<file path="src/design/bms_pkg.sv">
package bms_pkg;

  localparam int CFG_W   = 10;
  localparam int SHADE_W = 8;
  localparam int POS_W   = 9;

  // configuration register indexes
  localparam logic [1:0] REG_FRAME_WIDTH  = 2'd0;
  localparam logic [1:0] REG_FRAME_HEIGHT = 2'd1;
  localparam logic [1:0] REG_LIGHT_COL    = 2'd2;
  localparam logic [1:0] REG_LIGHT_ROW    = 2'd3;

  localparam logic [CFG_W-1:0] FRAME_WIDTH_RST  = 10'd320;
  localparam logic [CFG_W-1:0] FRAME_HEIGHT_RST = 10'd256;
  localparam logic [CFG_W-1:0] LIGHT_COL_RST    = 10'd32;
  localparam logic [CFG_W-1:0] LIGHT_ROW_RST    = 10'd0;
  localparam int               MIN_SIZE         = 3;

  // light map: 16384*k*k >= 65025*d2, centre of the map at 128
  localparam logic [15:0] SHADE_SCALE = 16'd65025;
  localparam int          K_SHIFT     = 14;
  localparam int          K_W         = 9;
  localparam int          MAP_CENTER  = 128;
  localparam int          SHADE_MAX   = 255;

  typedef struct packed {
    logic [7:0]       nx;
    logic [7:0]       ny;
    logic [POS_W-1:0] col;
    logic [POS_W-1:0] row;
    logic             frame_end;
  } pix_rec_t;

  typedef struct packed {
    logic full;
    logic empty;
  } queue_status_t;

  typedef enum logic [2:0] {
    BK_IDLE,
    BK_SQUARE,
    BK_SCALE,
    BK_SEARCH,
    BK_HOLD
  } back_state_t;

endpackage

</file>
<file path="src/design/bms_front.sv">
module bms_front import bms_pkg::*; #(
  parameter int MAX_WIDTH  = 512,
  parameter int MAX_HEIGHT = 512
) (
  input  logic             clk,
  input  logic             rst,
  input  logic             cfg_wr_en,
  input  logic [1:0]       cfg_index,
  input  logic [CFG_W-1:0] cfg_data,
  input  logic [7:0]       height_sample,
  input  logic             in_valid,
  output logic             in_ready,
  input  queue_status_t    queue_stat,
  output logic             push,
  output pix_rec_t         rec
);

  localparam int CW  = $clog2(MAX_WIDTH);
  localparam int RW  = $clog2(MAX_HEIGHT);
  localparam int MW0 = (CW > RW) ? CW : RW;
  localparam int MW  = (MW0 > CFG_W) ? MW0 : CFG_W;
  localparam int SZW = MW + 1;
  localparam int NW  = MW + 2;

  logic [CFG_W-1:0]        frame_width;
  logic [CFG_W-1:0]        frame_height;
  logic signed [CFG_W-1:0] light_col;
  logic signed [CFG_W-1:0] light_row;

  logic [7:0]    line_buf [MAX_WIDTH];
  logic [7:0]    prev_height;
  logic [7:0]    prev_above;
  logic [CW-1:0] col_count;
  logic [RW-1:0] row_count;

  logic [SZW-1:0] w_eff, h_eff, c_ext, r_ext;
  logic           accept, emit, row_last, frame_last;
  logic signed [NW-1:0] nx_sum, ny_sum;

  assign in_ready = !queue_stat.full;
  assign accept   = in_valid && in_ready;

  always_ff @(posedge clk) begin
    if (rst) begin
      frame_width  <= FRAME_WIDTH_RST;
      frame_height <= FRAME_HEIGHT_RST;
      light_col    <= LIGHT_COL_RST;
      light_row    <= LIGHT_ROW_RST;
    end else if (cfg_wr_en) begin
      case (cfg_index)
        REG_FRAME_WIDTH:  frame_width  <= cfg_data;
        REG_FRAME_HEIGHT: frame_height <= cfg_data;
        REG_LIGHT_COL:    light_col    <= cfg_data;
        REG_LIGHT_ROW:    light_row    <= cfg_data;
        default: ;
      endcase
    end
  end

  // sizes clamped to 3..max
  always_comb begin
    if (SZW'(frame_width) < SZW'(MIN_SIZE)) begin
      w_eff = SZW'(MIN_SIZE);
    end else if (SZW'(frame_width) > SZW'(MAX_WIDTH)) begin
      w_eff = SZW'(MAX_WIDTH);
    end else begin
      w_eff = SZW'(frame_width);
    end
    if (SZW'(frame_height) < SZW'(MIN_SIZE)) begin
      h_eff = SZW'(MIN_SIZE);
    end else if (SZW'(frame_height) > SZW'(MAX_HEIGHT)) begin
      h_eff = SZW'(MAX_HEIGHT);
    end else begin
      h_eff = SZW'(frame_height);
    end
  end

  assign c_ext      = SZW'(col_count);
  assign r_ext      = SZW'(row_count);
  assign row_last   = (c_ext + SZW'(1)) >= w_eff;
  assign frame_last = (r_ext + SZW'(1)) >= h_eff;
  assign emit       = (r_ext >= SZW'(1)) && ((r_ext + SZW'(2)) <= h_eff) &&
                      (c_ext >= SZW'(2)) && ((c_ext + SZW'(1)) <= w_eff);

  // light-map coordinates for pixel (c-1, r)
  always_comb begin
    nx_sum = NW'(height_sample) - NW'(prev_height) + NW'(col_count) - NW'(1)
             - NW'(light_col);
    ny_sum = NW'(prev_height) - NW'(prev_above) + NW'(row_count) - NW'(light_row);
    rec.nx = ((nx_sum < 0) || (nx_sum > NW'(SHADE_MAX))) ? 8'd0 : nx_sum[7:0];
    rec.ny = ((ny_sum < 0) || (ny_sum > NW'(SHADE_MAX))) ? 8'd0 : ny_sum[7:0];
    rec.col       = POS_W'(col_count - CW'(1));
    rec.row       = POS_W'(row_count);
    rec.frame_end = ((c_ext + SZW'(1)) == w_eff) && ((r_ext + SZW'(2)) == h_eff);
  end

  assign push = accept && emit;

  always_ff @(posedge clk) begin
    if (accept) begin
      line_buf[col_count] <= height_sample;
    end
  end

  always_ff @(posedge clk) begin
    if (rst) begin
      prev_above  <= '0;
      prev_height <= '0;
      col_count   <= '0;
      row_count   <= '0;
    end else if (accept) begin
      prev_above  <= line_buf[col_count];
      prev_height <= height_sample;
      if (row_last) begin
        col_count <= '0;
        row_count <= frame_last ? '0 : row_count + RW'(1);
      end else begin
        col_count <= col_count + CW'(1);
      end
    end
  end

  a_push_needs_room: assert property (@(posedge clk) disable iff (rst)
    push |-> !queue_stat.full)
    else $error("pixel pushed into a full queue");

  a_no_emit_on_row_start: assert property (@(posedge clk) disable iff (rst)
    (accept && row_last) |=> !emit)
    else $error("first column of a row treated as interior");

  a_no_emit_on_row_zero: assert property (@(posedge clk) disable iff (rst)
    (row_count == '0) |-> !emit)
    else $error("row zero treated as interior");

endmodule

</file>
<file path="config.mk">
export PLATFORM = sky130hd
export DESIGN_NAME = bms_front
export DESIGN_NICKNAME = d
export VERILOG_FILES = /design/src/design/bms_pkg.sv /design/src/design/bms_front.sv
export SDC_FILE = /design/constraint.sdc
export NUM_CORES = 2
export LEC_CHECK = 0
export BUFFER_PORTS_ARGS = -buffer_cell sky130_fd_sc_hd__buf_2
export CAP_MARGIN = 20
export CORE_AREA = 5 5 747 749
export DETAILED_ROUTE_END_ITERATION = 10
export DIE_AREA = 0 0 752 754
export PLACE_DENSITY = 0.44
export SYNTH_ARGS = -nofsm -noshare
export SYNTH_HDL_FRONTEND = slang
export SYNTH_SLANG_ARGS = --single-unit
</file>
<file path="constraint.sdc">
create_clock -name clk -period 26.7 [get_ports clk]
set_clock_uncertainty 0.1 [all_clocks]
set_input_delay 8.01 -clock clk [delete_from_list [all_inputs] [get_ports clk]]
set_output_delay 8.01 -clock clk [all_outputs]
set_load 0.03 [all_outputs]
</file>
# After elaboration in Yosys (flattened, before gate mapping)
# Memory sizes are Yosys's and may differ from the RTL's. A register that Yosys moved wholly into a read port is not among the register bits.
# Cells that the tools add are included.
[word_totals]
register_bits = 66
ram_bits = 4096
in_bits = 26
out_inout_bits = 37
elab_cells = 65
n_memories = 1
[classes]
addsub = 13
order_cmp = 14
n_eq_ne = 5
muxes = 10
n_reduce_logical = 15
[mem_list]
columns = ["memory", "depth", "width", "rd", "rd_ports_with_merged_regs", "wr", "line", "text"]
rows = [
  ["line_buf", 512, 8, 1, 1, 1, "bms_front.sv:30", "logic [7:0] line_buf [MAX_WIDTH];"],
]
[op_table]
columns = ["operator", "count"]
rows = [
  ["2-to-1 mux 10 bit", 4],
  ["greater-than comparator 12 x 9 -> 1 bit (second input constant)", 2],
  ["< comparator 12 x 1 -> 1 bit (second input constant)", 2],
  ["adder 9 x 10 -> 11 bit", 2],
  ["equality test 10 x 11 -> 1 bit", 2],
  ["<= comparator 11 bit", 2],
  ["adder 9 x 1 -> 10 bit (second input constant)", 2],
  ["greater-than comparator 10 bit (second input constant)", 2],
  ["< comparator 10 x 2 -> 1 bit (second input constant)", 2],
  ["adder 9 x 1 -> 9 bit (second input constant)", 2],
  ["2-to-1 mux 9 bit", 2],
  ["subtractor 8 x 8 -> 9 bit", 2],
  ["2-to-1 mux 8 bit", 2],
  ["subtractor 11 x 10 -> 12 bit", 1],
  ["subtractor 11 x 2 -> 12 bit (second input constant)", 1],
  ["subtractor 12 bit", 1],
  [">= comparator 10 x 11 -> 1 bit", 1],
  [">= comparator 11 bit", 1],
  ["adder 9 x 2 -> 10 bit (second input constant)", 1],
  ["AND reduction 2 bit", 5],
  [">= comparator 9 x 1 -> 1 bit (second input constant)", 1],
  [">= comparator 9 x 2 -> 1 bit (second input constant)", 1],
  ["subtractor 9 x 1 -> 9 bit (second input constant)", 1],
  ["logical AND 1 bit", 6],
  ["other kinds (6)", 9],
]

# Depth between registers and ports, before layout
[depth]
depth_word = 8
depth_mapped = 21
mapped_depth_nobuf = 21

# Worst setup path after synthesis
# No wires, ideal clock.
[synth_timing]
kind = "input to output"
start = "input height_sample[0]"
end = "output rec[30] (netlist bit)"
t_arrival_ns = 11.952
required_ns = 18.590
setup_slack_ns = 6.638
cell_stages = 20
path_buffers = 0
cell_sequence = "inv_1 -> ha_1 -> inv_1 -> fa_1 -> nand2_1 -> nand2_1 -> a21oi_1 -> o21bai_1 -> a21oi_1 -> o21bai_1 -> a21o_1 -> fa_1 -> inv_1 -> ha_1 -> nand3_1 -> nand2_1 -> a41oi_1 -> and4b_1 -> a221oi_1 -> nor4_1"
[synth_lines]
columns = ["item", "line", "text"]
rows = [
  ["start, declared", "bms_front.sv:10", "input logic [7:0] height_sample,"],
  ["end, declared", "bms_front.sv:15", "output pix_rec_t rec"],
]

==> reports/summary.txt <==
total CTS buffers -> 440
drt pass-1 iters -> 7
wire per inst -> 35.6 µm
critical path peak fanout -> 74
crit start category -> primary input
cell count after synthesis -> 7954
Clock Pin Slew Worst Setup and Hold Paths -> 0.06 ns
I/O Buffers -> 61
Post-route DRC -> 0
hold buffers post-CTS -> 0
Starting Density -> 29.9%
post-route non-filler standard cell count -> 15930
Die Ht -> 754 µm
largest net degree at the start of global routing -> 185
Filler Cells Inserted -> 51510
first-pass GRT wire length -> 765000 µm
pwr dens -> 78.4 nW/µm²
Setup crit end kind -> output pin
Fmax -> 0.0479 GHz
outcome -> finished, violations left
Root Buffer -> clkbuf_16
Antenna Nets Post-Route -> 0
Final Hold Vio Count -> 0
Setup violations, final -> 0
register area share after synthesis -> 75.7%
clock buffer depth -> 4
post_cts resized -> 0
nets -> 8386
MaxCap Viol Count -> 0
syn_nets -> 8080
Die X -> 752 µm
Multi-input gate area -> 37600 µm²
Core ar. -> 551000 µm²
GRT Overall Usage -> 19.6%
sequential cell area -> 124000 µm²
count of pins over their slew limit -> 40
post-synth cell types -> 74
final worst-path cycle share -> 78.3%
worst vdd ir -> 0.0000572 V
Post-synth EDFFs -> 4096
yosys warns -> 0
R2R Setup Slk -> 19.47 ns
critical path class -> in2out
Critical Path RT -> 18.59 ns
CTS tree -> done
Worst EP arrival -> 12.79 ns
Total Wirelength -> 568000 µm
Skew-Pair Late Insertion Delay -> 1.05 ns
leakage power -> 57.2 nW
Via Count -> 83998
Most used DFF post-synth -> edfxtp_1
Slew @ Worst Pin -> 1.52 ns
die area -> 567000 µm²
share of layout cells above drive strength 1 -> 24.1%
failing checks -> max-slew violations
row cnt -> 273
synthesized area -> 165000 µm²
CTS HTree Levels -> 5
hpwl dp -> 366000 µm
RSZ-0062 raised after global routing -> no
M1 GR Usage -> 26.5%
via/cell ratio -> 5.27
Synth Register Bits -> 4170
busiest grt layer -> met2
# Post-CTS Setup Buffers -> 0
Min-Delay Path Class -> reg2reg
initial antenna violation count -> 50
post-layout min period -> 20.90 ns
P&R area growth vs syn -> 14.7%
setup TNS -> 0 ns
total gr overflow -> 0
GPL Wtd Cong -> 0.933
I/O pins -> 63
met2 Resource Use GR -> 30.7%
Placed Instances -> 15096
GRT met3 Usage -> 4.19%
clock sinks -> 4170
average cell area after synthesis -> 20.7 µm²
vias in the first global route -> 85107
starting DRC count in detailed routing -> 10542
relative slew slack -> -1.55%
asr flop ratio synth -> 0%
==> per-layer routing <==
metal,up-vias,part of all wire [%]
met5,-,0.0060
met2,3495,46
met3,862,7.6
met4,6,4.9
li1,33589,-
met1,46046,41
==> stage by stage <==
stage | setup slack [ns] | instance area [µm²] | total power (W) | hold WS [ns] | utilization (%)
2_1_floorplan | 6.64 | 165000 | 0.00821 | 0.336 | -
3_3_place_gp | 5.76 | 174000 | 0.00880 | 0.349 | 31.6
3_5_place_dp | 5.84 | 174000 | 0.00881 | 0.353 | 31.6
4_1_cts | 5.83 | 189000 | 0.0149 | 0.362 | 34.2
5_1_grt | 5.23 | 189000 | 0.0153 | 0.376 | 34.3
6_report | 5.80 | 189000 | 0.0148 | 0.362 | 34.3
==> cells in the mapped netlist, drive strengths merged, types with 30 or more instances <==
master	count	area, µm²
a21oi	122	611
a22oi	126	946
a31oi	30	188
buf	288	1710
clkbuf	180	677
dfxtp	74	1480
edfxtp	4096	123000
ha	79	988
inv	96	360
mux2i	255	2550
mux4	1060	23900
nand2	269	1010
nand3	93	465
nand4	32	200
nor2	635	2390
nor3	52	275
o21ai	48	240
o22ai	42	263
xnor2	44	385
==> flip-flops by register name, indices dropped and copies added (netlist names) <==
| name | count |
|---|---|
| row_count | 9 |
| col_count | 9 |
| prev_height | 8 |
| frame_height | 10 |
| line_buf | 4096 |
| frame_width | 10 |
| light_col | 10 |
| prev_above | 8 |
| light_row | 10 |
==> report_power, final <==
group / switching [W] / total (W) / internal [W]
Sequential: 0.0000190 / 0.00721 / 0.00719
Combinational: 0.000893 / 0.00144 / 0.000547
Clock: 0.00263 / 0.00614 / 0.00351
==> logic make-up after synthesis <==
family | synth area share [%]
fa+ha+maj | 0.856
flops | 75.7
buf+inv | 1.68
simple gates | 3.04
mux | 16.1
compound gates | 2.36
xor+xnor | 0.303
==> critical path: stages <==
cell and delay [ns]:
buf_8 0.18, buf_4 0.34, fa_1 0.50, nand2_1 0.09, nand2_1 0.05, a21oi_1 0.23
o21bai_1 0.09, a21oi_1 0.24, o21bai_1 0.09, a21o_1 0.22, fa_1 0.48, inv_1 0.04
ha_1 0.34, nand3_1 0.12, nand2_1 0.06, a41oi_1 0.19, nor2_1 0.07, a221oi_1 0.85
nor3_1 0.20, buf_2 0.24
==> cells in the final DEF, fill, tap and decap left out, types with 69 or more instances in the layout <==
cell type,instances
mux4_2,1060
nand2_1,268
clkinv_1,106
clkinv_2,82
ha_1,79
buf_4,242
clkbuf_1,93
dfxtp_1,69
edfxtp_1,4096
nor2_1,622
mux2i_1,252
clkbuf_16,442
a21oi_1,122
a22oi_1,126
inv_1,93
nand3_1,76
==> area by class of cell <==
type                       count  share of cell area [%]
antenna                       14                  0.0186
timing repair buffer         332                    1.43
sequential                  4170                    66.0
multi-input combinational   3217                    19.9
clock buffer                 538                    6.07
inverter                      99                   0.206
tap                         7287                    4.83
clock inverter               273                    1.50
==> worst paths after layout <==
check                                       from            end  depth (start not counted)
worst max-delay path            height_sample[1]        rec[34]                         20
worst min-delay path                light_row[6]   light_row[6]                          2
worst max register to register      col_count[0]  prev_above[6]                         11
worst min register to register      light_row[6]   light_row[6]                          2
No activity file was read; power rests on OpenSTA's default activity.
