<file path="src/design/bms_pkg.sv">
package bms_pkg;

  localparam int CFG_W   = 10;
  localparam int SHADE_W = 8;
  localparam int POS_W   = 9;

  // configuration register indexes
  localparam logic [1:0] REG_FRAME_WIDTH  = 2'd0;
  localparam logic [1:0] REG_FRAME_HEIGHT = 2'd1;
  localparam logic [1:0] REG_LIGHT_COL    = 2'd2;
  localparam logic [1:0] REG_LIGHT_ROW    = 2'd3;

  localparam logic [CFG_W-1:0] FRAME_WIDTH_RST  = 10'd320;
  localparam logic [CFG_W-1:0] FRAME_HEIGHT_RST = 10'd256;
  localparam logic [CFG_W-1:0] LIGHT_COL_RST    = 10'd32;
  localparam logic [CFG_W-1:0] LIGHT_ROW_RST    = 10'd0;
  localparam int               MIN_SIZE         = 3;

  // light map: 16384*k*k >= 65025*d2, centre of the map at 128
  localparam logic [15:0] SHADE_SCALE = 16'd65025;
  localparam int          K_SHIFT     = 14;
  localparam int          K_W         = 9;
  localparam int          MAP_CENTER  = 128;
  localparam int          SHADE_MAX   = 255;

  typedef struct packed {
    logic [7:0]       nx;
    logic [7:0]       ny;
    logic [POS_W-1:0] col;
    logic [POS_W-1:0] row;
    logic             frame_end;
  } pix_rec_t;

  typedef struct packed {
    logic full;
    logic empty;
  } queue_status_t;

  typedef enum logic [2:0] {
    BK_IDLE,
    BK_SQUARE,
    BK_SCALE,
    BK_SEARCH,
    BK_HOLD
  } back_state_t;

endpackage

</file>
<file path="src/design/bms_queue.sv">
module bms_queue import bms_pkg::*; (
  input  logic          clk,
  input  logic          rst,
  input  logic          push,
  input  pix_rec_t      push_rec,
  input  logic          pop,
  output pix_rec_t      head_rec,
  output queue_status_t stat
);

  localparam int DEPTH = 2;
  localparam int PW    = $clog2(DEPTH);

  pix_rec_t        slots [DEPTH];
  logic [PW-1:0]   wr_ptr;
  logic [PW-1:0]   rd_ptr;
  logic [PW:0]     count;

  assign stat.full  = count == (PW+1)'(DEPTH);
  assign stat.empty = count == '0;
  assign head_rec   = slots[rd_ptr];

  always_ff @(posedge clk) begin
    if (push) begin
      slots[wr_ptr] <= push_rec;
    end
  end

  always_ff @(posedge clk) begin
    if (rst) begin
      wr_ptr <= '0;
      rd_ptr <= '0;
      count  <= '0;
    end else begin
      if (push) begin
        wr_ptr <= wr_ptr + PW'(1);
      end
      if (pop) begin
        rd_ptr <= rd_ptr + PW'(1);
      end
      case ({push, pop})
        2'b10:   count <= count + (PW+1)'(1);
        2'b01:   count <= count - (PW+1)'(1);
        default: count <= count;
      endcase
    end
  end

  a_count_bound: assert property (@(posedge clk) disable iff (rst)
    count <= (PW+1)'(DEPTH))
    else $error("queue count past depth");

  a_no_pop_empty: assert property (@(posedge clk) disable iff (rst)
    pop |-> !stat.empty)
    else $error("pop from empty queue");

  a_ptr_gap: assert property (@(posedge clk) disable iff (rst)
    (count == '0) |-> (wr_ptr == rd_ptr))
    else $error("queue pointers out of step");

endmodule

</file>
<file path="config.mk">
export PLATFORM = sky130hd
export DESIGN_NAME = bms_queue
export DESIGN_NICKNAME = d
export VERILOG_FILES = /design/src/design/bms_pkg.sv /design/src/design/bms_queue.sv
export SDC_FILE = /design/constraint.sdc
export NUM_CORES = 1
export LEC_CHECK = 0
export BUFFER_PORTS_ARGS = -buffer_cell sky130_fd_sc_hd__buf_2
export CAP_MARGIN = 30
export CORE_MARGIN = 4
export CORE_UTILIZATION = 45
export CTS_CLUSTER_SIZE = 25
export DETAILED_ROUTE_END_ITERATION = 7
export PLACE_DENSITY_LB_ADDON = 0.3
export SYNTH_ARGS = -nofsm -noshare
export SYNTH_HDL_FRONTEND = slang
export SYNTH_SLANG_ARGS = --single-unit
</file>
<file path="constraint.sdc">
create_clock -name clk -period 3.4 [get_ports clk]
set_clock_uncertainty 0.05 [all_clocks]
set_input_delay 0.51 -clock clk [delete_from_list [all_inputs] [get_ports clk]]
set_output_delay 0.51 -clock clk [all_outputs]
set_load 0.02 [all_outputs]
</file>
**Word-level counts from Yosys, hierarchy flattened**

Memory sizes are Yosys's and may differ from the RTL's. A register that Yosys moved wholly into a read port is not among the register bits.
Index checks and enable logic that the tools add are counted.

- Flip-flop bits (word level): 4
- Latch bits: 0
- Memory bits (writable): 70
- Memory bits (read-only): 0
- Output and inout port bits: 37
- Memories: 1

Memory list:

| name | words | bits a word | read ports | clocked after memory_dff | wr ports | RTL line | text |
|---|---|---|---|---|---|---|---|
| slots | 2 | 35 | 1 | 1 | 1 | bms_queue.sv:14 | `pix_rec_t slots [DEPTH];` |

- Add/subtract/negate cells: 4
- Multiply operators: 0
- Divide/modulo/power cells: 0
- $lt $le $gt $ge: 0
- Eq/ne operators: 3
- Shifts and indexed selects: 0
- Mux-type cells: 5
- Bitwise logic cells: 0
- Reductions and logical operators: 2

Operators by type and width:

| kind | number |
|---|---|
| 2-bit equality test, second input constant | 2 |
| 1-bit 2-to-1 mux | 4 |
| 2-bit case mux with 2 select lines | 1 |
| 1-bit adder, second input constant | 2 |
| 2-bit by 1-bit adder with 2-bit output, second input constant | 1 |
| 2-bit by 1-bit equality test with 1-bit output, second input constant | 1 |
| 2-bit zero test | 1 |
| 2-bit nonzero test | 1 |
| 2-bit by 1-bit subtractor with 2-bit output, second input constant | 1 |

**Logic depth before layout (Yosys ltp)**

Gate-level depths: netlist of run 1.

- Depth after elaboration: 3
- Depth in mapped cells: 5
- Mapped depth without buffers: 5

**Least setup slack after synthesis of run 1**

No wires, ideal clock.

- Path kind: input -> register
- From: input port push
- To: memory slots[0][0] (netlist name) (enable)
- Library setup time: 0.428 ns
- Arrival: 2.040 ns
- Required time: 2.922 ns
- Slack: 0.882 ns
- Cell stages on the path: 2
- Path buffers: 0
- Cells stage by stage: inv_1 -> nor2_1

- Longest elaborated chain between the ends: 2

RTL lines:

| what | RTL line | text |
|---|---|---|
| start, declared | bms_queue.sv:4 | `input logic push,` |
| 1-bit 2-to-1 mux | bms_queue.sv:24 | `if (push) begin` |
| 1-bit 2-to-1 mux (implied by the code) | bms_queue.sv:25 | `slots[wr_ptr] <= push_rec;` |
| end, declared | bms_queue.sv:14 |  |

Every way passes these cells.

==> results_dict.tcl, run 1 <==
set metrics [dict create \
    status "finished clean" \
    area_growth_pct 24.74 \
    power.density_mw_per_mm2 605.4 \
    regArea_mm2 0.002203 \
    synth_nets 171 \
    fin_setup_tns_ns 0 \
    antennaDiodeCount 0 \
    crit_type "reg2out" \
    synth-simple-area-share_pct 1.609 \
    hpwlAfterDp_um 2954 \
    synth.area.mux_share_pct 14.48 \
    clk_latency_ns 0.33 \
    cpPeakStageDelay_ns 0.89 \
    die_area_mm2 0.007356 \
    synth_top_family_by_area "multiplexers" \
    drive_gt1_share_pct 58.90 \
    cp-end-kind "output pin" \
    drt-initial-drc-count 49 \
    grt_max_degree 36 \
    vias 1402 \
    place_congestion 0.6763 \
    synth-seq-area-share_pct 80.92 \
    cts.path.max_buffers 2 \
    yosys.area.top_type_share_pct 77.24 \
    path_delay_family "flip-flops" \
    clock_sinks 75 \
    antenna_left 0 \
    die_x_um 85.77 \
    cp.buffers_inverters 1 \
    layout_common_cells "buf_2 (75), edfxtp_1 (70), mux2_2 (35)" \
    row_count 28 \
    layout_commonest_cell "buf_2" \
    yosys_register_bits 75 \
    crit_chain "mux2_2 > buf_2" \
    critPathSlowestCell "dfxtp_2" \
    yosysWarnings 0 \
    fin_util_pct 57.67 \
    wire_per_inst_um 15.49 \
    setup_viol 0 \
    avgSynthCellArea_um2 20.77 \
    fin_nets 254 \
    root_buffer "clkbuf_8" \
    irDropWorstVdd_uv 424.6 \
    crit_fanout 35 \
    grt_pass1_wl_um 6996 \
    period_needed_ns 2.403 \
    relSlewSlack_pct 42.16 \
    hold_path_class "in2reg" \
    synth_top_area_cell "edfxtp_1" \
    drc 0 \
    finalHoldViolCount 0 \
    cts_buffers 9 \
    track_usage_pct 13.12 \
    fmax_mhz 416.1 \
    cts_tree "done" \
    htreeDepth 3 \
    synth_compound_area_share_pct 0.3678 \
    rsz0062_at_grt "false" \
    cp.arrival_ns 1.84 \
    drv_slew 0 \
    holdBufCountCts 0 \
    vias_per_cell 4.769 \
    post_cts.resized_instances 0 \
    worst_pin_slew_ns 0.8675 \
    syn_area_mm2 0.002721 \
    cap_violations 0 \
    crit_required_ns 2.84 \
    multi_input_area_um2 504.2 \
    grt_pass1_vias 1519 \
    start_util_pct 46.24 \
    period_share_pct 70.69 \
    die_y_um 85.77 \
    synth_cells 131 \
    path_clk_slew_ns 0.07 \
    ys_types 14 \
    synthXorXnorAreaFrac_pct 1.287 \
    firstDrtPassIters 6 \
    io_buffers 75 \
    antenna_found_initial 0 \
    pin_count 76 \
    grt_overflow_total 0 \
    start_kind "register" \
    fp.coreArea_mm2 0.005886 \
    cellLeakagePower_nw 1.287 \
    synthTopCellsByArea "edfxtp_1 (77%), mux2_2 (14%), dfxtp_1 (3.7%), xnor2_1 (0.97%), nor2_1 (0.83%)" \
    routed_wl_um 4555 \
    fillers 475 \
    synth-adder-area-share_pct 0.4598 \
    cts_setup_buffers 0 \
]
report_power, final:
part           internal (mW)  switching [mW]  total, mW
logic                  0.106           0.139      0.245
clock network          0.404           0.301      0.705
registers               1.07          0.0314       1.11
layout make-up:
cell class	instances	area share, %
Sequential cell	75	64.91
Clock inverter	7	2.433
Clock buffer	9	3.649
Multi-Input combinational cell	51	14.85
Tap cell	75	2.764
Timing Repair Buffer	76	11.28
Inverter	1	0.1106
worst paths after layout:
check             cells after the start           end         start  slack [ns]
setup / recovery                      2  head_rec[17]      register         1.0
hold / removal                        1  slots[0][24]  push_rec[24]        0.31
setup reg to reg                      1  slots[1][10]        wr_ptr        1.79
hold reg to reg                       2      count[1]      count[1]        0.46
metal layers:
layer,vias up,wire (µm),global-route usage [%]
met3,8,329,4.131
met5,-,0,0
met2,49,2315,20.97
met4,0,86,8.201
li1,671,-,-
met1,674,1824,15.40
per-stage QoR:
step                      hold slack, ns  std cells  power [mW]  setup WS, ns  cell area (µm²)
after detailed placement          0.4449        278       1.376         1.325             3188
after CTS                         0.2909        294       2.079        0.9512             3395
after floorplan                   0.4114        131       1.278        0.8818             2721
final                             0.3064        294       2.055        0.9966             3395
after global placement            0.4419        278       1.371         1.329             3188
after global routing              0.2890        294       2.142        0.8812             3395
kinds of logic (layout without fill, tap and decap cells):
logic type                 after synthesis  count (layout)
adders and majority gates                1               1
DFF                                     75              75
and+or+nand+nor                          9               9
AOI/OAI and AO/OA                        2               2
xor gates and xnor gates                 4               4
muxes                                   35              35
buffers and inverters                    5              93
state kept, by name, indices dropped and copies added (netlist names), named ones only:
| name | cells |
|---|---|
| count | 2 |
| rd_ptr | 1 |
| slots | 70 |
| wr_ptr | 1 |
synth_stat cells:
master / instances
inv_1: 1
o21ai_0: 1
buf_2: 4
or3_1: 1
a21oi_1: 1
ha_1: 1
mux2_2: 35
xor2_1: 1
edfxtp_1: 70
nor2_1: 6
xnor2_1: 3
dfxtp_1: 5
and2_1: 1
and2b_2: 1
Power figures use the tool's default switching activity.
==> run 2, diff against run 1 <==
- ABC_AREA: not set -> 1
- clock period: 3.4 -> 2.2 ns (I/O delays scaled with it)
==> run 2 against run 1 <==
  * Core utilization down 2.0 points
  * Highest routed layer unchanged
  * Wire length up 0.90%
  * Largest cell class unchanged
  * Via count up 3.2%
  * Sequential share of layout area down 2.2 points
  * Die area up 6.1%
  * Critical endpoint is now head_rec[24]
==> results_dict.tcl, run 2 <==
set metrics [dict create \
    status "finished clean" \
    synthTopCellsByCount "edfxtp_1 (70), mux2_4 (30), nor2_1 (10)" \
    die_area_mm2 0.007806 \
    setup_ws_ns 0.3556 \
    dpl_cell_area_mm2 0.003364 \
    synthMostInstantiatedCell "edfxtp_1" \
    pin_count 76 \
    fin_setup_tns_ns 0 \
    fin_cells 310 \
    regMostFlops "slots" \
    fin_util_pct 55.65 \
    relSlewSlack_pct 81.09 \
    htreeDepth 3 \
    place_congestion 0.6409 \
    drv_slew 0 \
    antenna_left 0 \
    path_clk_slew_ns 0.07 \
    avgSynthCellArea_um2 20.46 \
    cp.arrival_ns 1.46 \
    post_cts.resized_instances 0 \
    hpwlAfterDp_um 3239 \
    clock_sinks 75 \
    layout_common_cells "buf_2 (75), edfxtp_1 (70), mux2_4 (30)" \
    cts_tree "done" \
    dpl_worst_slack_ns 0.6826 \
    synth-seq-area-share_pct 75.80 \
    synthTopCellsByArea "edfxtp_1 (72%), mux2_4 (16%), dfxtp_1 (3.4%), buf_12 (2.1%), mux2_2 (1.9%)" \
    vias 1447 \
    drive_gt1_share_pct 54.94 \
    crit_fanout 35 \
    rsz0062_at_grt "false" \
    grt_pass1_wl_um 7383 \
    whs_ns 0.1417 \
    fp.coreArea_mm2 0.006314 \
    largest_reg_flops 70 \
    worst_pin_slew_ns 0.2837 \
    crit_type "reg2out" \
    root_buffer "clkbuf_8" \
    routed_wl_um 4596 \
    cellLeakagePower_nw 1.427 \
    period_needed_ns 1.844 \
    antenna_found_initial 0 \
    grt_max_degree 36 \
    cp-end-kind "output pin" \
    cpPeakStageDelay_ns 0.38 \
    die_y_um 88.35 \
    critPathSlowestCell "mux2_2" \
    irDropWorstVdd_uv 542.3 \
    setup_viol 0 \
    holdBufCountCts 0 \
    track_usage_pct 12.94 \
    start_util_pct 46.02 \
    drt-initial-drc-count 53 \
    wire_per_inst_um 14.83 \
    design_area_mm2 0.003513 \
    vias_per_cell 4.668 \
    synth_ff_type "edfxtp_1" \
    yosys.area.top_type_share_pct 72.35 \
    drc 0 \
    yosys_register_bits 75 \
    ys_types 15 \
    grt_overflow_total 0 \
    cap_violations 0 \
    fillers 542 \
    crit_required_ns 1.82 \
    grt_pass1_vias 1577 \
    fmax_mhz 542.2 \
    layout_commonest_cell "buf_2" \
    async_reset_ff_share_pct 0 \
    crit_chain "buf_12 > mux2_2 > buf_2" \
    synth_top_area_cell "edfxtp_1" \
    start_kind "register" \
    firstDrtPassIters 2 \
    cts.path.max_buffers 2 \
    antennaDiodeCount 0 \
    die_x_um 88.35 \
    yosysWarnings 0 \
    syn_area_mm2 0.002905 \
    clk_latency_ns 0.32 \
    power.density_mw_per_mm2 828.2 \
    placed_cells 295 \
    cts_setup_buffers 0 \
    finalHoldViolCount 0 \
    synth_nets 182 \
    row_count 29 \
    hold_path_class "in2reg" \
    synth_cells 142 \
    fin_nets 269 \
    area_growth_pct 20.93 \
    cts_buffers 9 \
    period_share_pct 83.84 \
    io_buffers 75 \
    synth_edf_count 70 \
    finalPower_mw 2.910 \
    top_regs "slots x70, count x2" \
]
-- run 2: cell count changes after synthesis, moves of 2 or more --
cell,change
buf_12,+3
buf_2,-4
inv_1,+6
mux2_2,-30
mux2_4,+30
nand2_1,+5
nor2_1,+4
xnor2_1,-2
-- run 2: area by class of cell --
| cell class | count | area, µm² | share of cell area (%) |
|---|---|---|---|
| Multi-Input combinational cell | 56 | 613.1 | 17.45 |
| Inverter | 7 | 26.28 | 0.7479 |
| Sequential cell | 75 | 2203 | 62.71 |
| Tap cell | 77 | 96.34 | 2.742 |
| Timing Repair Buffer | 80 | 425.4 | 12.11 |
| Clock buffer | 10 | 127.6 | 3.632 |
| Clock inverter | 5 | 21.27 | 0.6054 |
-- run 2: metal layers --
| layer | share of wire, % | vias to the layer above | wire [µm] | track usage [%] |
|---|---|---|---|---|
| li1 | - | 706 | - | - |
| met1 | 39 | 695 | 1814 | 14.81 |
| met2 | 52 | 37 | 2404 | 21.89 |
| met3 | 6.5 | 9 | 298 | 3.724 |
| met4 | 1.7 | 0 | 78 | 7.005 |
| met5 | 0 | - | 0 | 0 |
-- run 2: kinds of logic after synthesis --
logic type      share of synthesized area [%]
xor+xnor                               0.3015
simple gates                            2.326
buf+inv                                 3.359
mux                                     17.44
fa+ha+maj                              0.4306
flops                                   75.80
compound gates                         0.3442
-- run 2: worst paths after layout --
kind	slack, ns	end	cells past startpoint	startpoint
worst max-delay path	0.36	head_rec[24]	3	register
worst min-delay path	0.14	slots[1][14]	1	push_rec[14]
worst max register to register	1.01	slots[1][29]	3	wr_ptr
worst min register to register	0.47	register	2	rd_ptr
-- run 2: power breakdown --
group	internal (mW)	switching (mW)
Clock	0.388	0.425
Combinational	0.196	0.230
Sequential	1.65	0.0244
-- run 2: worst max-delay path, delay by kind of cell, from the launching register on --
family   cells  cell delay (ns)
mux          1             0.38
buf+inv      2             0.42
flops        1             0.34
