==> config.mk <==
export PLATFORM = sky130hd
export DESIGN_NAME = bms_back
export DESIGN_NICKNAME = d
export VERILOG_FILES = /design/src/design/bms_pkg.sv /design/src/design/bms_back.sv
export SDC_FILE = /design/constraint.sdc
export NUM_CORES = 1
export LEC_CHECK = 0
export BUFFER_PORTS_ARGS = -buffer_cell sky130_fd_sc_hd__buf_4
export CAP_MARGIN = 0
export CELL_PAD_IN_SITES_DETAIL_PLACEMENT = 0
export CELL_PAD_IN_SITES_GLOBAL_PLACEMENT = 1
export CORE_MARGIN = 10
export CORE_UTILIZATION = 52
export DETAILED_ROUTE_END_ITERATION = 10
export GPL_TIMING_DRIVEN = 1
export PLACE_DENSITY = 0.86
export SLEW_MARGIN = 20
export SYNTH_ARGS = -nofsm -noshare
export SYNTH_HDL_FRONTEND = slang
export SYNTH_SLANG_ARGS = --single-unit
export TNS_END_PERCENT = 100
==> constraint.sdc <==
create_clock -name clk -period 8.4 [get_ports clk]
set_input_delay 0.84 -clock clk [delete_from_list [all_inputs] [get_ports clk]]
set_output_delay 0.84 -clock clk [all_outputs]
set_load 0.005 [all_outputs]
==> src/design/bms_pkg.sv <==
package bms_pkg;

  localparam int CFG_W   = 10;
  localparam int SHADE_W = 8;
  localparam int POS_W   = 9;

  // configuration register indexes
  localparam logic [1:0] REG_FRAME_WIDTH  = 2'd0;
  localparam logic [1:0] REG_FRAME_HEIGHT = 2'd1;
  localparam logic [1:0] REG_LIGHT_COL    = 2'd2;
  localparam logic [1:0] REG_LIGHT_ROW    = 2'd3;

  localparam logic [CFG_W-1:0] FRAME_WIDTH_RST  = 10'd320;
  localparam logic [CFG_W-1:0] FRAME_HEIGHT_RST = 10'd256;
  localparam logic [CFG_W-1:0] LIGHT_COL_RST    = 10'd32;
  localparam logic [CFG_W-1:0] LIGHT_ROW_RST    = 10'd0;
  localparam int               MIN_SIZE         = 3;

  // light map: 16384*k*k >= 65025*d2, centre of the map at 128
  localparam logic [15:0] SHADE_SCALE = 16'd65025;
  localparam int          K_SHIFT     = 14;
  localparam int          K_W         = 9;
  localparam int          MAP_CENTER  = 128;
  localparam int          SHADE_MAX   = 255;

  typedef struct packed {
    logic [7:0]       nx;
    logic [7:0]       ny;
    logic [POS_W-1:0] col;
    logic [POS_W-1:0] row;
    logic             frame_end;
  } pix_rec_t;

  typedef struct packed {
    logic full;
    logic empty;
  } queue_status_t;

  typedef enum logic [2:0] {
    BK_IDLE,
    BK_SQUARE,
    BK_SCALE,
    BK_SEARCH,
    BK_HOLD
  } back_state_t;

endpackage

==> src/design/bms_back.sv <==
module bms_back import bms_pkg::*; (
  input  logic               clk,
  input  logic               rst,
  input  queue_status_t      queue_stat,
  input  pix_rec_t           head_rec,
  output logic               pop,
  output logic [SHADE_W-1:0] shade,
  output logic [POS_W-1:0]   pixel_col,
  output logic [POS_W-1:0]   pixel_row,
  output logic               frame_end,
  output logic               out_valid,
  input  logic               out_ready
);

  back_state_t state, state_next;

  pix_rec_t        cur;
  logic [16:0]     d2;
  logic [31:0]     target;
  logic [K_W-1:0]  k_low;
  logic [K_W-1:0]  mask;

  logic signed [8:0]  dx, dy;
  logic signed [17:0] sq_x, sq_y;
  logic [31:0]        scaled;
  logic [K_W-1:0]     cand;
  logic [2*K_W-1:0]   cand_sq;
  logic [31:0]        probe;
  logic [K_W:0]       k_final;

  // next state
  always_comb begin
    state_next = state;
    case (state)
      BK_IDLE:   if (!queue_stat.empty) state_next = BK_SQUARE;
      BK_SQUARE: state_next = BK_SCALE;
      BK_SCALE:  state_next = BK_SEARCH;
      BK_SEARCH: if (mask[0]) state_next = BK_HOLD;
      BK_HOLD:   if (out_ready) state_next = BK_IDLE;
      default:   state_next = BK_IDLE;
    endcase
  end

  // outputs
  always_comb begin
    pop       = 1'b0;
    out_valid = 1'b0;
    case (state)
      BK_IDLE: pop       = !queue_stat.empty;
      BK_HOLD: out_valid = 1'b1;
      default: ;
    endcase
  end

  always_ff @(posedge clk) begin
    if (rst) begin
      state <= BK_IDLE;
    end else begin
      state <= state_next;
    end
  end

  assign dx      = $signed({1'b0, cur.nx}) - 9'(MAP_CENTER);
  assign dy      = $signed({1'b0, cur.ny}) - 9'(MAP_CENTER);
  assign sq_x    = dx * dx;
  assign sq_y    = dy * dy;
  assign scaled  = 32'(d2) * 32'(SHADE_SCALE);
  assign cand    = k_low | mask;
  assign cand_sq = cand * cand;
  assign probe   = 32'({cand_sq, K_SHIFT'(0)});

  // greedy search for the largest k_low with 16384*k_low^2 < target
  always_ff @(posedge clk) begin
    case (state)
      BK_IDLE: begin
        if (!queue_stat.empty) begin
          cur <= head_rec;
        end
      end
      BK_SQUARE: d2 <= 17'(sq_x + sq_y);
      BK_SCALE: begin
        target <= scaled;
        k_low  <= '0;
        mask   <= {1'b1, {(K_W-1){1'b0}}};
      end
      BK_SEARCH: begin
        if (probe < target) begin
          k_low <= cand;
        end
        mask <= mask >> 1;
      end
      default: ;
    endcase
  end

  assign k_final   = (target == '0) ? '0 : ({1'b0, k_low} + (K_W+1)'(1));
  assign shade     = (k_final > (K_W+1)'(SHADE_MAX)) ? '0
                   : SHADE_W'((K_W+1)'(SHADE_MAX) - k_final);
  assign pixel_col = cur.col;
  assign pixel_row = cur.row;
  assign frame_end = cur.frame_end;

  a_search_onehot: assert property (@(posedge clk) disable iff (rst)
    (state == BK_SEARCH) |-> $onehot(mask))
    else $error("search step mask not one-hot");

  a_pop_starts: assert property (@(posedge clk) disable iff (rst)
    pop |=> (state == BK_SQUARE))
    else $error("popped item not taken into work");

  a_hold_waits: assert property (@(posedge clk) disable iff (rst)
    (out_valid && !out_ready) |=> (out_valid && $stable(shade)))
    else $error("result dropped before being taken");

endmodule

=== Word-level counts from Yosys, hierarchy flattened ===
Index checks and enable logic that the tools add are counted.

* Bits in read-only memories: 0
* Word-level logic and storage cells: 49
* Output and inout port bits: 29
* Flip-flop bits (word level): 105
* Memories kept: 0
* Bits of input ports: 40
* Memory bits (writable): 0
* Latch bits: 0

* Bitwise logic cells: 2
* Magnitude comparators: 2
* Multipliers: 4
* Equal/unequal tests: 8
* Divide/modulo/power cells: 0
* Mux-type cells: 11
* Reductions and logical operators: 7
* $add $sub $neg: 5
* Shift operators: 0

{| class="wikitable"
|+ Operators with widths
! cell !! number
|-
| $pmux 9 s2 || 2
|-
| $mul 9x9->17 || 2
|-
| $logic_not 32->1 || 1
|-
| $lt 32x32->1 || 1
|-
| $mul 17x16->32 const B || 1
|-
| $mul 9x9->18 || 1
|-
| $sub 8x8->9 const B || 2
|-
| $add 17x17->17 || 1
|-
| $pmux 3 s5 || 1
|-
| $add 9x1->10 const B || 1
|-
| $gt 10x8->1 const B || 1
|-
| $mux 10 || 1
|-
| $mux 3 || 3
|-
| $mux 9 || 1
|-
| $or 9x9->9 || 1
|-
| $mux 8 || 1
|-
| $ne 2x2->1 const B || 4
|-
| $sub 8x8->8 const A || 1
|-
| $eq 3x2->1 const B || 2
|-
| $reduce_and 2->1 || 2
|-
| $eq 3x1->1 const B || 1
|-
| $eq 3x3->1 const B || 1
|-
| $logic_not 3->1 || 1
|-
| $reduce_and 3->1 || 1
|-
| 4 further kinds || 5
|}

=== Logic depth before layout (Yosys ltp) ===
Gate-level depths: netlist of run 1.

* Depth in word-level cells: 5
* Depth in mapped cells: 24
* Mapped depth without buffers: 24

=== Least setup slack after synthesis of run 1 ===
OpenSTA, ideal clock, no wires.

* Path kind: flip-flop to flip-flop
* From: register cur[26] (netlist name)
* To: register d2[15], data pin
* Setup slack: 2030 ps
* Data required time: 8220 ps
* Cell stages (with the launch flop): 20
* Arrival: 6190 ps
* Buffers on the path: 1
* Library setup time: 180 ps
* Cells stage by stage: edfxtp_1 -> clkbuf_1 -> or2_2 -> fa_1 -> fa_1 -> fa_1 -> fa_1 -> inv_1 -> fa_1 -> fa_1 -> inv_1 -> fa_1 -> inv_1 -> ha_1 -> a21oi_2 -> nor2b_1 -> o21a_1 -> o41ai_4 -> or4b_1 -> o311ai_1

* Cells in the longest elaborated chain, start to end: 3

{| class="wikitable"
|+ Ends and longest elaborated chain
! element !! RTL line !! RTL
|-
| start, declared || bms_back.sv:17 || <nowiki>pix_rec_t cur;</nowiki>
|-
| start signal, assigned || bms_back.sv:77 || <nowiki>cur <= head_rec;</nowiki>
|-
| $sub 8x8->9 || bms_back.sv:64 || <nowiki>assign dy = $signed({1'b0, cur.ny}) - 9'(MAP_CENTER);</nowiki>
|-
| $mul 9x9->17 || bms_back.sv:66 || <nowiki>assign sq_y = dy * dy;</nowiki>
|-
| $add 17x17->17 || bms_back.sv:80 || <nowiki>BK_SQUARE: d2 <= 17'(sq_x + sq_y);</nowiki>
|-
| end signal, assigned || bms_back.sv:80 ||
|-
| end, declared || bms_back.sv:18 || <nowiki>logic [16:0] d2;</nowiki>
|}

Every way passes these cells.
A chain may end at the register's enable or synchronous reset.

=== Final worst setup path of run 1 ===
* From: register k_low[6]
* To: register k_low[4], enable pin

* Cells in the longest elaborated chain, start to end: 5

{| class="wikitable"
|+ Ends and longest elaborated chain
! element !! RTL line !! RTL
|-
| start, declared || bms_back.sv:20 || <nowiki>logic [K_W-1:0] k_low;</nowiki>
|-
| start signal, assigned || bms_back.sv:88 || <nowiki>k_low <= cand;</nowiki>
|-
| $or 9x9->9 || bms_back.sv:68 || <nowiki>assign cand = k_low | mask;</nowiki>
|-
| via cand[6] || bms_back.sv:26 || <nowiki>logic [K_W-1:0] cand;</nowiki>
|-
| $mul 9x9->18 || bms_back.sv:69 || <nowiki>assign cand_sq = cand * cand;</nowiki>
|-
| $lt 32x32->1 || bms_back.sv:87 || <nowiki>if (probe < target) begin</nowiki>
|-
| $ne 2x2->1 (no source line) || -- ||
|-
| $reduce_and 2->1 (no source line) || -- ||
|}

The timed path passes the listed nets, and every way through them passes these cells.

==> flow_summary.json, run 1 <==
{
  "critPathKind": "reg -> reg",
  "gp_congestion": 0.847,
  "setup_tns_ps": 0,
  "fp-row-count": 60,
  "final_core_util_pct": 57.0,
  "cts-root-buf": "clkbuf_16",
  "slew_viol_final": 0,
  "timing.fmax_ghz": 0.143,
  "min_to": "state[0]",
  "drc": 0,
  "cpLargestDelayFamily": "adder cells",
  "diodes": 0,
  "grtUsageTotal_pct": 16.5,
  "required_ps": 8390,
  "worstMarginPinSlew_ps": 1110,
  "synth.area.mux_share_pct": 0.369,
  "port_buffers": 67,
  "yosys.area.top_type_share_pct": 31.4,
  "clock_tree.buffer_depth": 2,
  "cts_buffers": 9,
  "grtUsageMet3_pct": 1.68,
  "busiest_layer": "met2",
  "ctsHtreeMaxLevel": 3,
  "io_pins": 69,
  "reg2reg_depth": 20,
  "synth_area_per_cell_um2": 10.9,
  "dr.pass1.iters": 5,
  "synthFlopType": "edfxtp_1",
  "cts_resized": 0,
  "synth-xor-area-share_pct": 4.80,
  "worstSkewPairLatency_ps": 360,
  "status": "finished clean",
  "finalHoldViolations": 0,
  "fillers": 2323,
  "synthToLayoutAreaGrowth_pct": 8.05,
  "finalSetupViolCount": 0,
  "post-route-period-util_pct": 83.2,
  "endpoint_kind": "register",
  "wl_per_cell_um": 15.6,
  "crit_top_cell": "fa_1",
  "period_needed_ps": 6990,
  "reg2reg_to": "k_low[4]",
  "antenna_found_initial": 0,
  "hold_start": "state[2]",
  "vias": 8893,
  "use_met1_pct": 20.5,
  "via_per_inst": 5.19,
  "die_w_um": 185,
  "antenna_left": 0,
  "met2_usage_pct": 30.2,
  "synthAdderAreaFrac_pct": 49.4,
  "synthesis.area_um2": 14200,
  "cp_cell_sequence": "nor2_1 -> clkinv_1 -> o21ai_0 -> inv_1 -> fa_1 -> fa_1 -> fa_1 -> inv_1 -> fa_1 -> inv_1 -> ha_1 -> o21ai_0 -> o311ai_0 -> a31o_2 -> a21oi_1 -> xnor2_1 -> ha_1 -> a211oi_1 -> a21oi_1 -> a21oi_1",
  "cpPeakStageDelay_ps": 740,
  "first_global_vias": 9626,
  "cts_tree": "yes",
  "regToRegStartpoint": "k_low[6]",
  "drt_iter0_markers": 330,
  "path_clk_slew_ps": 90,
  "worstPathArrival_ps": 6980,
  "multiInputGateArea_um2": 9820,
  "cts_setup_buffers": 0,
  "synth_top_family_by_area": "adder cells",
  "cp_num_cells": 20,
  "synth-edff-count": 102,
  "die_y_um": 185,
  "coreArea_um2": 27000,
  "dpl.hpwl_mm": 23.1,
  "grt_pass1_wl_mm": 45.8,
  "syn-num-nets": 1778,
  "worst_path_max_delay_cell": "a21oi_1",
  "synth_seq_area_share_pct": 22.0,
  "cts_sinks": 105,
  "fin_nets": 1837,
  "synth_top_cell_by_area": "fa_1",
  "relSlewSlack_pct": 25.1,
  "synth_area_leaders": "fa_1 (31%), edfxtp_1 (22%), ha_1 (18%)",
  "crit_fanout": 10,
  "die-area_um2": 34400,
  "yosys_warnings": 0,
  "crit_buf_inv": 4,
  "grt_start_max_net_pins": 37,
  "skew_ps": 12.7,
  "min_path_type": "reg -> reg",
  "ys_ff_latch": 105,
  "initial_utilization_pct": 52.8,
  "maxCapViolCount": 0,
  "synthArstFlopShare_pct": 0,
  "cts_hold_buf": 0,
  "wl_mm": 26.8,
  "reg2reg_setup_slack_ps": 1410,
  "synth_compound_area_share_pct": 6.67,
  "overflow": 0,
  "rsz0062_at_grt": "false",
  "synth_cell_type_count": 54,
  "holdPathStages": 1,
  "netlist_instances": 1310,
  "synth_simple_gate_area_share_pct": 7.71,
  "cp-start-kind": "register",
  "seqCellArea_um2": 3120,
  "drive_gt1_share_pct": 7.64
}
stage by stage:
stage / worst slack (ps) / cell area, um2 / hold slack [ps] / instances
after detailed placement: 1410 / 15100 / 590 / 1699
after global placement: 1500 / 15100 / 560 / 1699
final: 1410 / 15400 / 599 / 1715
after CTS: 1360 / 15400 / 603 / 1715
after floorplan: 2030 / 14200 / 498 / 1310
after global routing: 848 / 15400 / 630 / 1715
per-layer routing:
| metal | up-vias | part of all wire (%) |
|---|---|---|
| met1 | 4450 | 42 |
| li1 | 4303 | - |
| met2 | 117 | 53 |
| met3 | 23 | 2.7 |
| met5 | - | 0 |
| met4 | 0 | 1.5 |
area by class of cell:
type	count	area share, %
repair buffers	74	3.61
clock inverters	7	0.594
well taps	341	2.78
multi-input cells	879	63.9
clock buffers	9	1.47
inverters	300	7.33
flip-flops and latches	105	20.3
state kept, by name, summed over array words and instances (netlist names), 3 cells and up:
name	count
pixel_row	9
state	3
target	32
mask	9
cur	16
pixel_col	9
k_low	9
d2	17
cells in the mapped netlist (7+ instances only):
library cell / instances
fa_1: 223
nand4_1: 7
a21oi_1: 37
o21a_1: 13
nor2b_1: 14
o21ai_0: 19
a21o_1: 29
ha_1: 205
buf_4: 18
and2_1: 25
xor2_1: 21
nand2_1: 45
nor4_1: 10
and3_1: 16
inv_1: 299
edfxtp_1: 102
nor3_1: 8
xnor2_1: 57
clkbuf_1: 8
nor2_1: 85
how the worst max path moves through the flow:
stage	slack (ps)	end	start
floorplan	2030	d2[15]	cur[26]
global placement	1500	k_low[0]	k_low[6]
detailed placement	1410	k_low[2]	k_low[6]
CTS	1360	k_low[1]	k_low[6]
global route	850	k_low[1]	k_low[6]
finish	1410	k_low[4]	k_low[6]
kinds of logic after synthesis:
kind of cell / Yosys count
flops: 105
simple gates: 229
compound gates: 139
fa+ha+maj: 428
buf+inv: 326
mux: 5
xor+xnor: 78
layout by cell type, fill, tap and decap left out, drive strengths merged, types with 4 or more instances in the layout:
cell and n:
a211oi 6, a21o 29, a21oi 38, and2 25
and3 16, buf 74, clkbuf 9, clkinv 4
edfxtp 102, fa 223, ha 205, inv 303
nand2 45, nand2b 5, nand3 5, nand4 7
nor2 85, nor2b 14, nor3 8, nor4 10
o21a 13, o21ai 21, o21bai 5, xnor2 57
xor2 21
Power of run 1 is not shown: default switching activity piles up to over one toggle a cycle in this logic, so the estimate is an artifact.
==> inputs of run 2 (changes only) <==
==> constraint.sdc (replaced) <==
create_clock -name clk -period 6.7 [get_ports clk]
set_input_delay 0.67 -clock clk [delete_from_list [all_inputs] [get_ports clk]]
set_output_delay 0.67 -clock clk [all_outputs]
set_load 0.005 [all_outputs]
==> flow_summary.json, run 2 (synthesis gave the netlist of run 1 again) <==
{
  "diodes": 0,
  "antenna_found_initial": 0,
  "worstSkewPairLatency_ps": 360,
  "reg2reg_depth": 23,
  "fillers": 2246,
  "post-route-period-util_pct": 96.1,
  "fin_nets": 1870,
  "slew_viol_final": 0,
  "wl_per_cell_um": 15.5,
  "fp-row-count": 60,
  "overflow": 0,
  "dpl.hpwl_mm": 23.7,
  "dr.pass1.iters": 5,
  "synthToLayoutAreaGrowth_pct": 9.90,
  "clock_tree.buffer_depth": 2,
  "die_y_um": 185,
  "worstPathArrival_ps": 6610,
  "coreArea_um2": 27000,
  "postPlaceCellArea_um2": 15300,
  "gp_congestion": 0.869,
  "crit_fanout": 5,
  "grtUsageTotal_pct": 16.8,
  "seqCellArea_um2": 3120,
  "cts-root-buf": "clkbuf_16",
  "endpoint_kind": "register",
  "cts_sinks": 105,
  "drt_iter0_markers": 443,
  "drive_gt1_share_pct": 10.1,
  "wl_mm": 27.1,
  "die_w_um": 185,
  "hold_slack_ps": 473,
  "relSlewSlack_pct": 46.0,
  "rsz0062_at_grt": "true",
  "critPathKind": "reg -> reg",
  "worstMarginPinSlew_ps": 810,
  "min_path_type": "in -> reg",
  "cts_buffers": 9,
  "setup_tns_ps": 0,
  "die-area_um2": 34400,
  "initial_utilization_pct": 52.8,
  "fin_ws_ps": 263,
  "top_regs": "target (32), d2 (17), cur (16)",
  "reg2reg_setup_slack_ps": 260,
  "status": "finished clean",
  "io_pins": 69,
  "finalSetupViolCount": 0,
  "period_needed_ps": 6440,
  "grt_pass1_wl_mm": 46.4,
  "holdPathStages": 2,
  "largest_register_ffs": 32,
  "cp-start-kind": "register",
  "multiInputGateArea_um2": 9840,
  "cts_tree": "yes",
  "drc": 0,
  "ctsHtreeMaxLevel": 3,
  "port_buffers": 67,
  "via_per_inst": 5.16,
  "vias": 9011,
  "final_cell_area_um2": 15600,
  "timing.fmax_ghz": 0.155,
  "layout_commonest_cell": "inv_1",
  "finalHoldViolations": 0,
  "first_global_vias": 9695,
  "dpl_worst_slack_ps": 195,
  "skew_ps": 19.5,
  "grt_start_max_net_pins": 37,
  "top_register": "target",
  "antenna_left": 0,
  "maxCapViolCount": 0,
  "path_clk_slew_ps": 90,
  "final_cell_mix": "inv_1 (299), fa_1 (223), ha_1 (205)",
  "required_ps": 6870
}
run 2: worst paths after layout:
check                           startpoint       end
worst min register to register     mask[6]   mask[5]
worst max register to register     cur[20]    d2[15]
worst max-delay path               cur[20]    d2[15]
worst min-delay path                   rst  state[2]
run 2: layout make-up:
type	count	area share, %
Clock buffer	9	1.44
Clock inverter	7	0.568
Inverter	300	7.20
Multi-Input combinational cell	879	62.9
Sequential cell	105	20.0
Tap cell	341	2.73
Timing Repair Buffer	107	5.14
run 2: stage by stage:
step	instances	util, %
floorplan	1310	-
global placement	1727	56.6
detailed placement	1727	56.6
CTS	1743	57.8
global route	1748	58.0
finish	1748	58.0
run 2: worst max-delay path, stage by stage, from the launching register on:
cell and delay, ps:
edfxtp_1 520, buf_4 170, and2_1 140, inv_1 60
fa_1 490, inv_1 50, fa_1 510, inv_1 50
fa_1 470, inv_1 50, fa_1 500, fa_1 550
inv_1 50, fa_1 520, inv_1 40, ha_1 280
ha_1 330, a21o_1 200, a21oi_2 180, nor2b_1 70
o21a_1 200, o41ai_4 230, or4b_1 470, o311ai_1 100
run 2: timing repair:
action / CTS / global route
setup buffers: 0 / 5
hold buffers: 0 / 0
setup endpoints to repair: 0 / 11
gates resized for setup: 0 / 4
run 2: per-layer routing:
layer  share of wire (%)  track usage (%)  vias to the layer above  routed length [um]
li1                    -                -                     4378                   -
met1                  42             20.7                     4496               11400
met2                  54             30.6                      117               14600
met3                 2.8             2.23                       20                 763
met4                 1.3             3.48                        0                 344
met5                   0                0                        -                   0
Power of run 2 is left out for the same reason.
==> inputs of run 3 (changes only) <==
--- a/config.mk
+++ b/config.mk
@@ -5,15 +5,16 @@
 export SDC_FILE = /design/constraint.sdc
 export NUM_CORES = 1
 export LEC_CHECK = 0
+export ABC_AREA = 1
 export BUFFER_PORTS_ARGS = -buffer_cell sky130_fd_sc_hd__buf_4
 export CAP_MARGIN = 0
 export CELL_PAD_IN_SITES_DETAIL_PLACEMENT = 0
 export CELL_PAD_IN_SITES_GLOBAL_PLACEMENT = 1
 export CORE_MARGIN = 10
-export CORE_UTILIZATION = 52
+export CORE_UTILIZATION = 50
 export DETAILED_ROUTE_END_ITERATION = 10
 export GPL_TIMING_DRIVEN = 1
-export PLACE_DENSITY = 0.86
+export PLACE_DENSITY = 0.92
 export SLEW_MARGIN = 20
 export SYNTH_ARGS = -nofsm -noshare
 export SYNTH_HDL_FRONTEND = slang
==> flow_summary.json, run 3 <==
{
  "top_regs": "target (32), d2 (17), cur (16)",
  "cp-start-kind": "register",
  "synth_seq_area_share_pct": 21.1,
  "grt_start_max_net_pins": 37,
  "dr.pass1.iters": 5,
  "yosysMostFrequentCell": "inv_1",
  "initial_utilization_pct": 51.1,
  "antenna_found_initial": 0,
  "finalHoldViolations": 0,
  "crit_fanout": 9,
  "io_pins": 69,
  "gp_congestion": 0.886,
  "fin_nets": 2112,
  "critPathKind": "reg -> reg",
  "wl_mm": 29.7,
  "crit_buf_inv": 4,
  "slew_viol_final": 0,
  "largest_register_ffs": 32,
  "path_clk_slew_ps": 90,
  "final_cell_mix": "inv_1 (401), fa_1 (223), nand2_1 (208)",
  "reg2reg_to": "d2[13]",
  "diodes": 0,
  "yosys.area.top_type_share_pct": 30.1,
  "synth_top_cell_by_area": "fa_1",
  "synthFlopType": "edfxtp_1",
  "netlist_instances": 1583,
  "grt_pass1_wl_mm": 50.7,
  "grtUsageTotal_pct": 16.9,
  "cts_sinks": 105,
  "crit_top_cell": "fa_1",
  "worstMarginPinSlew_ps": 575,
  "worstSkewPairLatency_ps": 370,
  "cts-root-buf": "clkbuf_16",
  "status": "finished clean",
  "via_per_inst": 4.98,
  "coreArea_um2": 29000,
  "synth_area_leaders": "fa_1 (30%), edfxtp_1 (21%), ha_1 (17%)",
  "skew_ps": 20.1,
  "setup_tns_ps": 0,
  "cts_tree": "yes",
  "cpLargestDelayFamily": "adder cells",
  "first_global_vias": 10800,
  "layout_commonest_cell": "inv_1",
  "die-area_um2": 36900,
  "vias": 10100,
  "cpPeakStageDelay_ps": 580,
  "fp-row-count": 62,
  "period_needed_ps": 6300,
  "ctsHtreeMaxLevel": 3,
  "reg2reg_setup_slack_ps": 400,
  "worstPathArrival_ps": 6410,
  "holdPathStages": 1,
  "maxCapViolCount": 0,
  "drc": 0,
  "port_buffers": 67,
  "antenna_left": 0,
  "cts_resized": 0,
  "wl_per_cell_um": 14.6,
  "synthArstFlopShare_pct": 0,
  "synth_area_per_cell_um2": 9.36,
  "top_register": "target",
  "cts_buffers": 9,
  "finalSetupViolCount": 0,
  "min_to": "cur[30]",
  "regToRegStartpoint": "cur[26]",
  "ys_ff_latch": 105,
  "cp_cell_sequence": "nor2_1 -> inv_1 -> fa_1 -> fa_1 -> fa_1 -> fa_1 -> inv_1 -> fa_1 -> fa_1 -> inv_1 -> fa_1 -> inv_1 -> ha_1 -> a21oi_1 -> nand2_1 -> nand2_1 -> nand2_1 -> nand2_1 -> nand2_1 -> nand3_1 -> nand2_1 -> xor2_1",
  "min_path_type": "in -> reg",
  "worst_path_max_delay_cell": "fa_1",
  "synthToLayoutAreaGrowth_pct": 8.42,
  "overflow": 0,
  "syn-num-nets": 2051,
  "synth-edff-count": 102,
  "hold_start": "head_rec[30]",
  "post-route-period-util_pct": 94.0,
  "cts_hold_buf": 0,
  "reg2reg_depth": 22,
  "endpoint_kind": "register",
  "synth_cell_type_count": 38,
  "yosys_warnings": 0,
  "synthTopCellsByCount": "inv_1 (401), fa_1 (223), nand2_1 (208), ha_1 (205), nor2_1 (155)",
  "required_ps": 6810,
  "cts_setup_buffers": 0,
  "die_w_um": 192,
  "die_y_um": 192,
  "drt_iter0_markers": 535,
  "timing.fmax_ghz": 0.159,
  "synthesis.area_um2": 14800,
  "rsz0062_at_grt": "false",
  "relSlewSlack_pct": 61.5,
  "drive_gt1_share_pct": 7.10,
  "dpl.hpwl_mm": 26.0,
  "clock_tree.buffer_depth": 2
}
run 3: cell types whose count changed after synthesis, sizes merged, moves of 14 or more:
cell	delta
nand2	+165
xor2	+17
nor2	+74
and3	-16
nand3	+40
and2	-25
nor2b	-14
inv	+103
a21oi	+19
a21o	-23
xnor2	-34
run 3: metrics by stage:
stage	setup slack (ps)	cell area (um2)	utilization, %	hold WS, ps	cells
after global routing	34.5	16100	55.4	454	2033
final	399	16100	55.4	465	2033
after detailed placement	421	15800	54.3	575	2017
after floorplan	710	14800	-	535	1583
after CTS	373	16100	55.4	456	2033
after global placement	505	15800	54.3	570	2017
run 3: routing by layer:
| layer | up-vias | routed length (um) | share of wire (%) | GRT usage, % |
|---|---|---|---|---|
| met5 | - | 0 | 0 | 0 |
| met4 | 0 | 662 | 2.2 | 5.43 |
| met3 | 44 | 997 | 3.4 | 1.61 |
| met2 | 173 | 15300 | 52 | 29.6 |
| met1 | 4933 | 12700 | 43 | 21.7 |
| li1 | 4974 | - | - | - |
run 3: cells by family after synthesis:
| family | count (synthesis) | synth area share [%] |
|---|---|---|
| AND/OR/NAND/NOR | 443 | 12.1 |
| buffers and inverters | 439 | 11.6 |
| adder cells (fa/ha/maj) | 428 | 47.4 |
| AO/OA/AOI/OAI | 107 | 4.12 |
| flip-flops | 105 | 21.1 |
| XOR/XNOR | 61 | 3.65 |
run 3: area by class of cell:
| type | count | area, um2 |
|---|---|---|
| fillers | 2574 | 12900 |
| multi-input cells | 1039 | 9990 |
| flip-flops and latches | 105 | 3120 |
| well taps | 384 | 480 |
| inverters | 402 | 1510 |
| repair buffers | 87 | 653 |
| clock buffers | 9 | 225 |
| clock inverters | 7 | 91.3 |
run 3: worst max-delay path by stage:
stage                   to  startpoint  slack [ps]  cells after the start
finish              d2[13]     cur[26]         400                     22
global route        d2[13]     cur[27]          30                     25
CTS                 d2[13]     cur[26]         370                     22
detailed placement  d2[13]     cur[26]         420                     22
global placement    d2[13]     cur[26]         500                     24
floorplan           d2[13]     cur[26]         710                     23
Power of run 3 is left out for the same reason.
